===== src/hw/rtl/bnmv_ram.sv =====
// Generic single-write, single-read synchronous RAM with a registered read port.
// No dependencies.
module bnmv_ram #(
  parameter int WIDTH = 8,
  parameter int DEPTH = 256
) (
  input  logic                     clk,
  input  logic                     we,
  input  logic [$clog2(DEPTH)-1:0] waddr,
  input  logic [WIDTH-1:0]         wdata,
  input  logic                     re,
  input  logic [$clog2(DEPTH)-1:0] raddr,
  output logic [WIDTH-1:0]         rdata
);

  logic [WIDTH-1:0] mem [DEPTH];
  logic [WIDTH-1:0] rdata_r;

  always_ff @(posedge clk) begin
    if (we) begin
      mem[waddr] <= wdata;
    end
    if (re) begin
      rdata_r <= mem[raddr];
    end
  end

  assign rdata = rdata_r;

endmodule


===== config.mk =====
export PLATFORM = sky130hd
export DESIGN_NAME = bnmv_ram
export DESIGN_NICKNAME = d
export VERILOG_FILES = /design/src/hw/rtl/bnmv_ram.sv
export SDC_FILE = /design/constraint.sdc
export NUM_CORES = 2
export LEC_CHECK = 0
export BUFFER_PORTS_ARGS = -buffer_cell sky130_fd_sc_hd__buf_2
export CAP_MARGIN = 20
export CORE_MARGIN = 2
export CORE_UTILIZATION = 50
export DETAILED_ROUTE_END_ITERATION = 6
export PLACE_DENSITY = 0.74
export SYNTH_ARGS = -nofsm -noshare
export SYNTH_HDL_FRONTEND = slang
export SYNTH_SLANG_ARGS = --single-unit

===== constraint.sdc =====
create_clock -name clk -period 3.6 [get_ports clk]
set_input_delay 0.18 -clock clk [delete_from_list [all_inputs] [get_ports clk]]
set_output_delay 0.18 -clock clk [all_outputs]
set_load 0.02 [all_outputs]

==> flow_metrics.py <==
metrics = {
    "yosys": {
        "synthAdderAreaFrac": 0,
        "synth_cells": 3733,
        "synth_top_family_by_area": "multiplexers",
        "synthSimpleGateAreaFrac": 0.02625,
        "syn_area_per_cell_um2": 21.33,
        "synth-seq-cells": 2056,
        "async_flop_share": 0,
        "yosys_warnings": 0,
        "synth_top_area_frac": 0.7753,
        "synth_xor_area_frac": 0,
        "synth_edf_count": 2056,
        "syn_area_mm2": 0.07964,
        "yosysSeqAreaShare": 0.7753,
        "synth-main-ff-cell": "edfxtp_1",
        "yosysTopAreaCell": "edfxtp_1",
        "yosys-top-cells-area": "edfxtp_1 78%, mux4_2 13%, mux2i_1 1.7%, nor2_1 1.3%, a22oi_1 1.3%",
        "synth-compound-area-share": 0.03416,
        "syn_nets": 3760,
        "yosysUniqueCellTypes": 54,
        "muxShareOfSynthArea": 0.1460,
    },
    "floorplanning": {
        "die_width_um": 403.1,
        "pin_count": 35,
        "dieArea_mm2": 0.1625,
        "fp.coreArea_mm2": 0.1582,
        "start_util": 0.5034,
        "row_count": 146,
        "dieHeight_um": 403.1,
    },
    "sta": {
        "setup_violations": 0,
        "hold_ws_ns": 0.07368,
        "maxSlewHeadroom": 0.2261,
        "drv_slew": 0,
        "rsz0062_at_grt": "no",
        "maxClockFrequency_ghz": 0.3422,
        "fin_crit_sh": 0.8117,
        "tightest_slew_ns": 1.150,
        "fin_crit_ns": 2.922,
        "hold_viol_final": 0,
        "fin_skew_ns": 0.02978,
    },
    "clocking": {
        "root_buffer": "clkbuf_16",
        "post_cts_buffers": 0,
        "clockBufferDepth": 3,
        "clkSinkCount": 2056,
        "clk_pin_slew_ns": 0.06,
        "cts_tree": "yes",
        "cts_resized": 0,
        "htree_levels": 4,
        "cts_buffers": 191,
        "clkLatencyLatePin_ns": 0.83,
        "cts_hold_buf": 4,
    },
    "power_and_ir_drop": {
        "p_total_w": 0.04874,
        "ir_drop_v": 0.0004233,
        "powerDensity_mw_per_mm2": 544.3,
        "p_leak_nw": 27.85,
    },
    "detailed_routing": {
        "drtIter0Drc": 5751,
        "vias": 39770,
        "routed_via_density": 6.403,
        "routedWlPerCell_um": 30.95,
        "wl_um": 192200,
        "dr.pass1.iters": 6,
        "drc": 0,
        "ant_nets": 0,
    },
    "job": {
        "maxCapViolCount": 0,
    },
    "critical_path": {
        "end_kind": "flip-flop",
        "crit_path_max_fanout": 1,
        "required_ns": 4.18,
        "start_kind": "flip-flop",
        "crit_type": "reg2reg",
        "regToRegSetupSlack_ns": 0.68,
        "critPathArrivalTime_ns": 3.50,
    },
    "placed_design": {
        "dp_hpwl_um": 115800,
        "io_buffers": 34,
        "place_congestion": 0.8428,
    },
    "global_routing": {
        "antenna_found_initial": 4,
        "grt_overflow": 0,
        "grt_pass1_wl_um": 279000,
        "track_usage": 0.2374,
        "first_global_vias": 40220,
        "grt_max_degree": 137,
    },
    "run_status": {
        "outcome": "finished clean",
    },
    "finish": {
        "fin_nets": 4005,
        "area_delta_synth_final_pct": 12.44,
        "drive_above_1_share": 0.2471,
    },
    "hold_path": {
        "holdCritPathClass": "in2reg",
    },
}
-- synth_stat cells (all sizes together) (16+ instances only) --
master  number
nand2       33
clkbuf     111
a21oi       96
a22oi      133
mux2i      134
o221ai      47
nor2b       31
nor2       282
nor4        27
mux4       456
nand3       34
a211oi      16
nor3        22
o22ai       28
edfxtp    2056
buf        122
-- cells in the final DEF, fill, tap and decap left out, types with 34 or more instances in the layout --
| master | instances |
|---|---|
| clkbuf_16 | 197 |
| edfxtp_1 | 2056 |
| nor2_1 | 279 |
| nand3_1 | 34 |
| a21oi_1 | 96 |
| clkinv_1 | 46 |
| a22oi_1 | 133 |
| mux4_2 | 454 |
| clkbuf_1 | 39 |
| buf_4 | 215 |
| clkinv_2 | 36 |
| o221ai_1 | 46 |
| mux2i_1 | 134 |
-- path summary, 6_finish.rpt --
kind | startpoint | endpoint | cells past startpoint
hold reg to reg | mem[32][5] | rdata[5] | 6
hold / removal | wdata[5] | mem[166][5] | 1
setup reg to reg | mem[82][2] | rdata[2] | 6
setup / recovery | mem[82][2] | rdata[2] | 6
-- metrics by stage --
step                      TNS, ns  cell area [µm²]  setup slack [ns]  cells  utilization
final                           0            89540            0.6779   6211       0.5660
after global routing            0            89540            0.7086   6209       0.5660
after CTS                       0            89510            0.7335   6207       0.5658
after detailed placement        0            83340           0.01204   5852       0.5268
after global placement    -0.4751            83340           -0.4751   5852       0.5268
after floorplan                 0            79640             1.344   3733            -
-- per-layer routing --
metal / up-vias / global-route usage / part of all wire
met3: 419 / 0.05871 / 0.11
met2: 2449 / 0.3666 / 0.47
met5: - / 0 / 0.00020
li1: 16190 / - / -
met1: 20710 / 0.3275 / 0.37
met4: 6 / 0.09758 / 0.042
-- power by group --
group | internal (W) | switching [W] | leakage [nW]
clock | 0.0112 | 0.00872 | 2.99
combinational | 0.000858 | 0.00156 | 6.38
sequential | 0.0264 | 0.0000381 | 18.5
-- logic make-up after synthesis --
| kind of cell | count (synthesis) |
|---|---|
| flip-flops | 2056 |
| multiplexers | 591 |
| AND/OR/NAND/NOR | 466 |
| AO/OA/AOI/OAI | 385 |
| buffers and inverters | 235 |
-- state kept, by name, indices dropped and copies added (netlist names) --
name and flops:
rdata 8, mem 2048
-- layout make-up --
class | count | area (µm²)
Clock inverter | 115 | 1047
Timing Repair Buffer | 285 | 2579
Antenna cell | 3 | 7.507
Inverter | 2 | 7.507
Fill cell | 11220 | 68660
Multi-Input combinational cell | 1442 | 16490
Sequential cell | 2056 | 61740
Tap cell | 2072 | 2592
Clock buffer | 236 | 5076
-- worst max-delay path, stage by stage, from the launching register on --
cell and delay, ns:
edfxtp_1 0.38, mux4_2 0.53, mux4_2 0.53, nor2b_1 0.18
nor4_1 0.72, buf_4 0.28, nor4_2 0.05
Power figures use the tool's default switching activity.
