--- config.mk ---
export PLATFORM = sky130hd
export DESIGN_NAME = bnmv_merge
export DESIGN_NICKNAME = d
export VERILOG_FILES = /design/src/hw/rtl/bnmv_pkg.sv /design/src/hw/rtl/bnmv_merge.sv
export SDC_FILE = /design/constraint.sdc
export NUM_CORES = 1
export LEC_CHECK = 0
export ABC_AREA = 1
export BUFFER_PORTS_ARGS = -buffer_cell sky130_fd_sc_hd__buf_2
export CAP_MARGIN = 40
export CORE_ASPECT_RATIO = 1.5
export CORE_MARGIN = 3
export CORE_UTILIZATION = 26
export DETAILED_ROUTE_END_ITERATION = 8
export GPL_ROUTABILITY_DRIVEN = 0
export PLACE_DENSITY = 0.89
export SYNTH_ARGS = -nofsm -noshare
export SYNTH_HDL_FRONTEND = slang
export SYNTH_SLANG_ARGS = --single-unit
--- constraint.sdc ---
create_clock -name vclk -period 0.8
set_input_delay 0.08 -clock vclk [all_inputs]
set_output_delay 0.08 -clock vclk [all_outputs]
set_load 0.05 [all_outputs]
--- src/hw/rtl/bnmv_pkg.sv ---
// Package for the banked nibble bitmap VRAM: bus command codes, field widths
// and the result record passed from the merge logic to the output register.
// No dependencies.
package bnmv_pkg;

  typedef enum logic [2:0] {
    CMD_VRAM_WR = 3'd0,
    CMD_VRAM_RD = 3'd1,
    CMD_VREG_WR = 3'd2,
    CMD_VREG_RD = 3'd3,
    CMD_PEN_WR  = 3'd4
  } cmd_t;

  localparam int CMD_W     = 3;
  localparam int OFFSET_W  = 13;
  localparam int BYTE_W    = 8;
  localparam int PIX_IDX_W = 18;
  localparam int PIX_VAL_W = 11;
  localparam int BANK_SEL_W = 5;

  localparam logic [3:0] NIBBLE_CLEAR = 4'hf;

  typedef struct packed {
    logic [BYTE_W-1:0]    read_byte;
    logic                 target_layer;
    logic [PIX_IDX_W-1:0] pixel_index;
    logic                 low_pixel_valid;
    logic [PIX_VAL_W-1:0] low_pixel_value;
    logic                 high_pixel_valid;
    logic [PIX_VAL_W-1:0] high_pixel_value;
  } result_t;

endpackage

--- src/hw/rtl/bnmv_merge.sv ---
// Nibble merge and result formation for one bus transfer: transparent nibble
// handling, byte write-back value and pixel fields. Uses bnmv_pkg.
module bnmv_merge #(
  parameter int BANK_BYTES = 8192
) (
  input  logic [bnmv_pkg::CMD_W-1:0]    cmd,
  input  logic [bnmv_pkg::OFFSET_W-1:0] offset,
  input  logic [bnmv_pkg::BYTE_W-1:0]   data,
  input  logic [bnmv_pkg::BYTE_W-1:0]   old_byte,
  input  logic [bnmv_pkg::BYTE_W-1:0]   video,
  input  logic [bnmv_pkg::BYTE_W-1:0]   pen,
  output logic [bnmv_pkg::BYTE_W-1:0]   new_byte,
  output bnmv_pkg::result_t             result
);

  logic        fg;
  logic        opaque;
  logic        lo_clear;
  logic        hi_clear;
  logic [31:0] idx_sum;

  assign fg       = video[4];
  assign opaque   = fg | pen[7];
  assign lo_clear = !opaque && (data[3:0] == bnmv_pkg::NIBBLE_CLEAR);
  assign hi_clear = !opaque && (data[7:4] == bnmv_pkg::NIBBLE_CLEAR);

  // keep the stored nibble where the written one is transparent
  assign new_byte = {hi_clear ? old_byte[7:4] : data[7:4],
                     lo_clear ? old_byte[3:0] : data[3:0]};

  assign idx_sum = 32'(offset) + 32'(video[3:0]) * 32'(BANK_BYTES);

  always_comb begin
    result = '0;
    unique case (cmd)
      bnmv_pkg::CMD_VRAM_WR: begin
        result.target_layer     = fg;
        result.pixel_index      = {idx_sum[bnmv_pkg::PIX_IDX_W-2:0], 1'b0};
        result.low_pixel_valid  = !lo_clear;
        result.high_pixel_valid = !hi_clear;
        if (!lo_clear) begin
          result.low_pixel_value = {pen[6:0], new_byte[3:0]};
        end
        if (!hi_clear) begin
          result.high_pixel_value = {pen[6:0], new_byte[7:4]};
        end
      end
      bnmv_pkg::CMD_VRAM_RD: result.read_byte = old_byte;
      bnmv_pkg::CMD_VREG_RD: result.read_byte = video;
      default:               result = '0;
    endcase
  end

endmodule

==> impl_results.md, run 1 <==
* Area share of the largest cell type after synthesis at a little over a quarter
* Status: did not finish
* Synth cell types at 13
* Fail Step: clock tree synthesis (4_1_cts)
* Seq/Total Area, Yosys at 0%
* Top cells by count, synth: nor2_1 (44), inv_1 (38), nand2_1 (32)
* Pre-CTS setup slack at -0.470 ns
* Stop Error: [ERROR DPL-0038] Utilization greater than 100%, impossible to legalize
* Io pins at 107
* Starting Density at 28.6%
* Mapped Area at just over 600 um2
* Syn Inst Count at between 100 and 150
* Postcts setup bufs at 5
* Synth area leaders: nor2_1 (27%), inv_1 (23%), nand2_1 (20%)
* CTS hold repair buffers at 0
* Top cell type by total area after synthesis: nor2_1
* Total number of yosys warnings at 0
* DP HPWL at ~3100 um
* # resized after CTS at ~160
* Top-count cell post-synth: nor2_1
* Die X at 45.5 um
* Port-buffer cells at ~110
* Post-Syn Nets at around 190
* Die Y at roughly 65 um
* Mapped Avg Cell Area at 4.26 um2
* # rows at 20
==> kinds of logic after synthesis <==
kind of cell / share of synthesized area (%)
other: 0.615
buffers and inverters: 29.0
AO/OA/AOI/OAI: 4.11
AND/OR/NAND/NOR: 66.3
==> through the flow <==
step                      util (%)  cell area, um2  setup TNS (ns)  cells  hold slack (ns)
after floorplan                  -            1030           -8.76    143            0.316
after global placement        82.2            1750          -19.61    292            0.568
after detailed placement      82.2            1750          -20.68    292            0.575
==> run 2, diff against run 1 <==
--- a/config.mk
+++ b/config.mk
@@ -8,12 +8,11 @@
 export ABC_AREA = 1
 export BUFFER_PORTS_ARGS = -buffer_cell sky130_fd_sc_hd__buf_2
 export CAP_MARGIN = 40
-export CORE_ASPECT_RATIO = 1.5
-export CORE_MARGIN = 3
-export CORE_UTILIZATION = 26
+export CORE_AREA = 3 3 64 66
 export DETAILED_ROUTE_END_ITERATION = 8
+export DIE_AREA = 0 0 67 69
 export GPL_ROUTABILITY_DRIVEN = 0
-export PLACE_DENSITY = 0.89
+export PLACE_DENSITY_LB_ADDON = 0.15
 export SYNTH_ARGS = -nofsm -noshare
 export SYNTH_HDL_FRONTEND = slang
 export SYNTH_SLANG_ARGS = --single-unit
==> constraint.sdc (replaced) <==
create_clock -name vclk -period 1.05
set_input_delay 0.105 -clock vclk [all_inputs]
set_output_delay 0.105 -clock vclk [all_outputs]
set_load 0.05 [all_outputs]
==> impl_results.md, run 2 <==
* Area share of the largest cell type after synthesis at 27.1% (unchanged)
* Reg area at 0 um2
* Crit-path most repeated cell: buf_6
* Total grt overflow at 0
* Via density at 4.03
* GRT met1 Usage at 17.8%
* Total power at between 800 and 900 uW
* Core area at between 3000 and 4000 um2
* Total number of yosys warnings at 0 (unchanged)
* Setup tns final at -0.612 ns
* Routed Antenna Nets at 0
* Final setup fails at 27
* Io pins at 107 (unchanged)
* CP delay by family, top: buffers and inverters
* Synth area leaders: nor2_1 (27%), inv_1 (23%), nand2_1 (20%)
* Crit-path slowest cell: nor3_4
* CP max stage delay at 0.21 ns
* DRC Markers at 0
* Final worst slack at -0.0671 ns
* Min-delay worst type: in2out
* CP Class: in2out
* Max cap viols at 0
* Top-count cell post-synth: nor2_1
* Tmin final at around 1.1 ns
* Antenna diodes at 0
* CP Buf/Inv Count at 3
* Worst setup path start: cmd[0]
* Period utilisation layout at 106%
* Vias at about 1300
* FF+latch count at 0
* Fraction of layout cells with a size suffix above 1 at 68.2%
* Synth cell types at 13 (unchanged)
* Status: finished, violations left
* First-pass GRT wire length at approximately 5500 um
* Port-buffer cells at 106 (unchanged)
* Max VDD drop at 0.156 mV
* Syn Inst Count at 143 (unchanged)
* Total Routing Usage GR at approximately 14%
* Busiest grt layer: met2
* P_leak at between 0.001 and 0.0015 uW
* Slew Limit Fails at 0
* Mapped Area at 609 um2 (unchanged)
* Vias in the first global route at roughly 1200
* Pre-CTS setup slack at -0.194 ns (+0.276 ns)
* Starting Density at 16.8% (-12 points)
* Critical-path cell list: buf_6 > nor3_4 > buf_6 > nand2_4 > nor2_2 > buf_6
* Post-Syn Nets at 191 (unchanged)
* Detailed Routing Iterations Pass 1 at 4
* Wire per inst at 11.3 um
* Met3 Usage GRT at under 10%
* Final nets at between 300 and 400
* Final hold violations at 0
* Most common cell after layout, fill and taps aside: buf_6
* CLK BUF at 0
* Die Area at roughly 4600 um2
* Postcts setup bufs at 0 (-5)
* Final Non-Filler Cells at between 300 and 400
* Area growth syn-to-layout at 238%
* Unrepaired setup endpoints after global routing: true
* Failing checks: negative setup slack
* GR Layer Usage met2 at around 26%
* Mapped Avg Cell Area at 4.26 um2 (unchanged)
* Initial DRC count at 42
* Worst Path Max Fanout at 5
* Initial antenna violation count at 0
* Seq/Total Area, Yosys at 0% (unchanged)
* Largest net degree at the start of global routing at 13
* WL final at around 3600 um
* Most frequent cells in the layout: buf_6 (53), buf_2 (47), inv_1 (37)
* Placed cells at 314 (+7.5%)
* Worst path required time at 0.94 ns
* Fin util at between 50% and 60%
* Critical Path Source Type: input port
* Die X at 67 um (+47%)
* DP HPWL at 2600 um (-18%)
* Power density over cell area at 429 nW/um2
* # rows at 22 (+10%)
* WP data arrival at 1.01 ns
* Fmax achieved at 0.895 GHz
* CP endpoint kind: output port
* Top cell type by total area after synthesis: nor2_1
* Hold_sp: offset[7]
* CTS hold repair buffers at 0 (unchanged)
* Top cells by count, synth: nor2_1 (44), inv_1 (38), nand2_1 (32)
* Die Y at 69 um (+5.7%)
## run 2: kinds of logic (layout without fill, tap and decap cells)
group           count (synthesis)  after routing  share of synthesized area [%]
compound gates                  5              5                           4.11
buf+inv                        42            165                           29.0
other cells                     1              1                          0.615
simple gates                   95             96                           66.3
## run 2: per-layer routing
layer | part of all wire [%] | vias up | wire length, um
met4 | 0 | 0 | 0
li1 | - | 656 | -
met3 | 11 | 0 | 407
met1 | 34 | 548 | 1230
met2 | 54 | 66 | 1930
met5 | 0 | - | 0
## run 2: path summary, 6_finish.rpt
check          to  slack, ns  cells past startpoint
min    result[32]       0.56                      4
max     result[7]      -0.07                      6
## run 2: final cells by class
type,instances,area [um2]
Multi-Input combinational cell,102,752
Fill cell,363,1570
Timing Repair Buffer,126,1100
Tap cell,48,60.1
Inverter,39,149
## run 2: report_power, final
| group | leakage [uW] | internal [uW] | switching, uW |
|---|---|---|---|
| Sequential | 0 | 0 | 0 |
| Clock | 0 | 0 | 0 |
| Combinational | 0.00113 | 327 | 556 |
| Total | 0.00113 | 327 | 556 |
## run 2: repair_timing
item,CTS,global route
resized for setup,128,43
setup endpoints to repair,54,58
pin swaps,3,4
gates cloned,1,0
## run 2: per-stage QoR
step           instance area, um2  hold WS, ns
6_report                     2060        0.564
2_1_floorplan                 772        0.366
3_3_place_gp                 1500        0.604
5_1_grt                      2060        0.583
3_5_place_dp                 1500        0.602
4_1_cts                      1920        0.568
(Power assumes the default switching activity.)
==> run 3, diff against run 2 <==
--- a/config.mk
+++ b/config.mk
@@ -8,9 +8,11 @@
 export ABC_AREA = 1
 export BUFFER_PORTS_ARGS = -buffer_cell sky130_fd_sc_hd__buf_2
 export CAP_MARGIN = 40
-export CORE_AREA = 3 3 64 66
+export CELL_PAD_IN_SITES_DETAIL_PLACEMENT = 0
+export CELL_PAD_IN_SITES_GLOBAL_PLACEMENT = 2
+export CORE_MARGIN = 3
+export CORE_UTILIZATION = 10
 export DETAILED_ROUTE_END_ITERATION = 8
-export DIE_AREA = 0 0 67 69
 export GPL_ROUTABILITY_DRIVEN = 0
 export PLACE_DENSITY_LB_ADDON = 0.15
 export SYNTH_ARGS = -nofsm -noshare
==> impl_results.md, run 3 (synthesized netlist as in run 2, its figures left out) <==
* Max VDD drop at 0.167 mV (+7.1%)
* Final setup fails at 41 (+52%)
* Starting Density at 10.7% (-6.1 points)
* Die Area at 7070 um2 (+53%)
* Largest net degree at the start of global routing at 11 (-2)
* Max cap viols at 0 (unchanged)
* CP Buf/Inv Count at 3 (unchanged)
* Pint at 362 uW (+11%)
* Die Y at 84.1 um (+22%)
* Routed Antenna Nets at 0 (unchanged)
* DRC Markers at 0 (unchanged)
* CP delay by family, top: buffers and inverters
* Crit-path slowest cell: nor3_4
* Detailed Routing Iterations Pass 1 at 4 (unchanged)
* Io pins at 107 (unchanged)
* Min-delay worst type: in2out
* # rows at 27 (+23%)
* WP data arrival at 1.00 ns (about the same)
* Worst path required time at 0.94 ns (about the same)
* CP Class: in2out
* Most frequent cells in the layout: buf_6 (61), buf_2 (45), inv_1 (36)
* Core area at 5710 um2 (+57%)
* Net Sw Power at 570 uW (+2.5%)
* Slew Limit Fails at 0 (unchanged)
* Reg power frac at 0% (unchanged)
* Most common cell after layout, fill and taps aside: buf_6
* Setup tns final at -1.48 ns (-0.869 ns)
* Fraction of layout cells with a size suffix above 1 at 73.1% (+5.0 points)
* P_leak at 0.00117 uW (+3.2%)
* First-pass GRT wire length at 6120 um (+11%)
* Fmax achieved at 0.902 GHz (+0.72%)
* Critical-path cell list: buf_8 > nor3_4 > buf_6 > nand2_8 > nor2_2 > buf_6
* Final nets at 318 (+0.32%)
* Status: finished, violations left
* Worst Hold Slack at 0.562 ns (-0.00225 ns)
* Comb pwr share at 100.0% (about the same)
* Antenna diodes at 0 (unchanged)
* CLK BUF at 0 (unchanged)
* Clock power frac at 0% (unchanged)
* Wire per inst at 11.1 um (-2.3%)
* Vias at 1266 (-0.31%)
* Initial antenna violation count at 0 (unchanged)
* Power density over cell area at 422 nW/um2 (-1.5%)
* Unrepaired setup endpoints after global routing: true
* Area of the multi-input gates at 777 um2 (+3.3%)
* Total Routing Usage GR at 10.1% (-4.0 points)
* Initial DRC count at 18 (-57%)
* Reg area at 0 um2 (unchanged)
* Worst Path Max Fanout at 10 (+5)
* Fill cells at 610 (+68%)
* Failing checks: negative setup slack
* Final worst slack at -0.0591 ns (+0.00801 ns)
* WL final at 3770 um (+5.5%)
* Via density at 3.72 (-7.6%)
* DP HPWL at 3030 um (+17%)
* Port-buffer cells at 106 (unchanged)
* CP max stage delay at 0.23 ns (+0.02 ns)
* Crit-path most repeated cell: buf_6
* Final hold violations at 0 (unchanged)
* Vias in the first global route at 1333 (+8.5%)
* Area growth syn-to-layout at 262%
* Tmin final at 1.11 ns (-0.00801 ns)
* FF+latch count at 0 (unchanged)
* CP endpoint kind: output port
* Period utilisation layout at 106% (-0.76 points)
* Total grt overflow at 0 (unchanged)
* Die X at 84.1 um (+25%)
* Switching Fraction at 61.1% (-1.8 points)
* Critical Path Source Type: input port
-- run 3: power by group through the flow --
stage	Clock, uW	Sequential, uW	Combinational, uW
floorplan	0	0	464
global placement	0	0	718
detailed placement	0	0	717
CTS	0	0	858
global route	0	0	990
finish	0	0	933
-- run 3: path summary, 6_finish.rpt --
kind | to | slack (ns) | startpoint | cells past startpoint
worst max-delay path | result[21] | -0.06 | cmd[0] | 6
worst min-delay path | result[50] | 0.56 | old_byte[7] | 4
-- run 3: routing by layer --
layer	vias to the layer above	global-route usage [%]	share of wire, %
li1	658	-	-
met1	549	11.9	38
met2	59	19.7	55
met3	0	1.68	7.3
met4	0	0.439	0
met5	-	0	0
-- run 3: repair_timing --
action                     4_1_cts  5_1_grt
hold buffers                     0        0
pin swaps                        4        6
resized for setup              140       53
cloned                           1        1
buffers inserted                 1        1
setup endpoints to repair       58       57
-- run 3: area by class of cell --
type / instances / share of cell area, %
timing repair buffer: 128 / 54.0
multi-input combinational: 101 / 35.2
tap: 72 / 4.08
inverter: 39 / 6.74
-- run 3: metrics by stage --
stage / std cells / util [%] / instance area, um2 / setup WS [ns] / total power (uW)
3_5_place_dp: 336 / 26.7 / 1520 / -0.205 / 717
6_report: 340 / 38.7 / 2210 / -0.0591 / 933
4_1_cts: 338 / 35.0 / 2000 / -0.0644 / 858
5_1_grt: 340 / 38.7 / 2210 / -0.112 / 990
3_3_place_gp: 336 / 26.7 / 1520 / -0.195 / 718
2_1_floorplan: 143 / - / 772 / -0.229 / 464
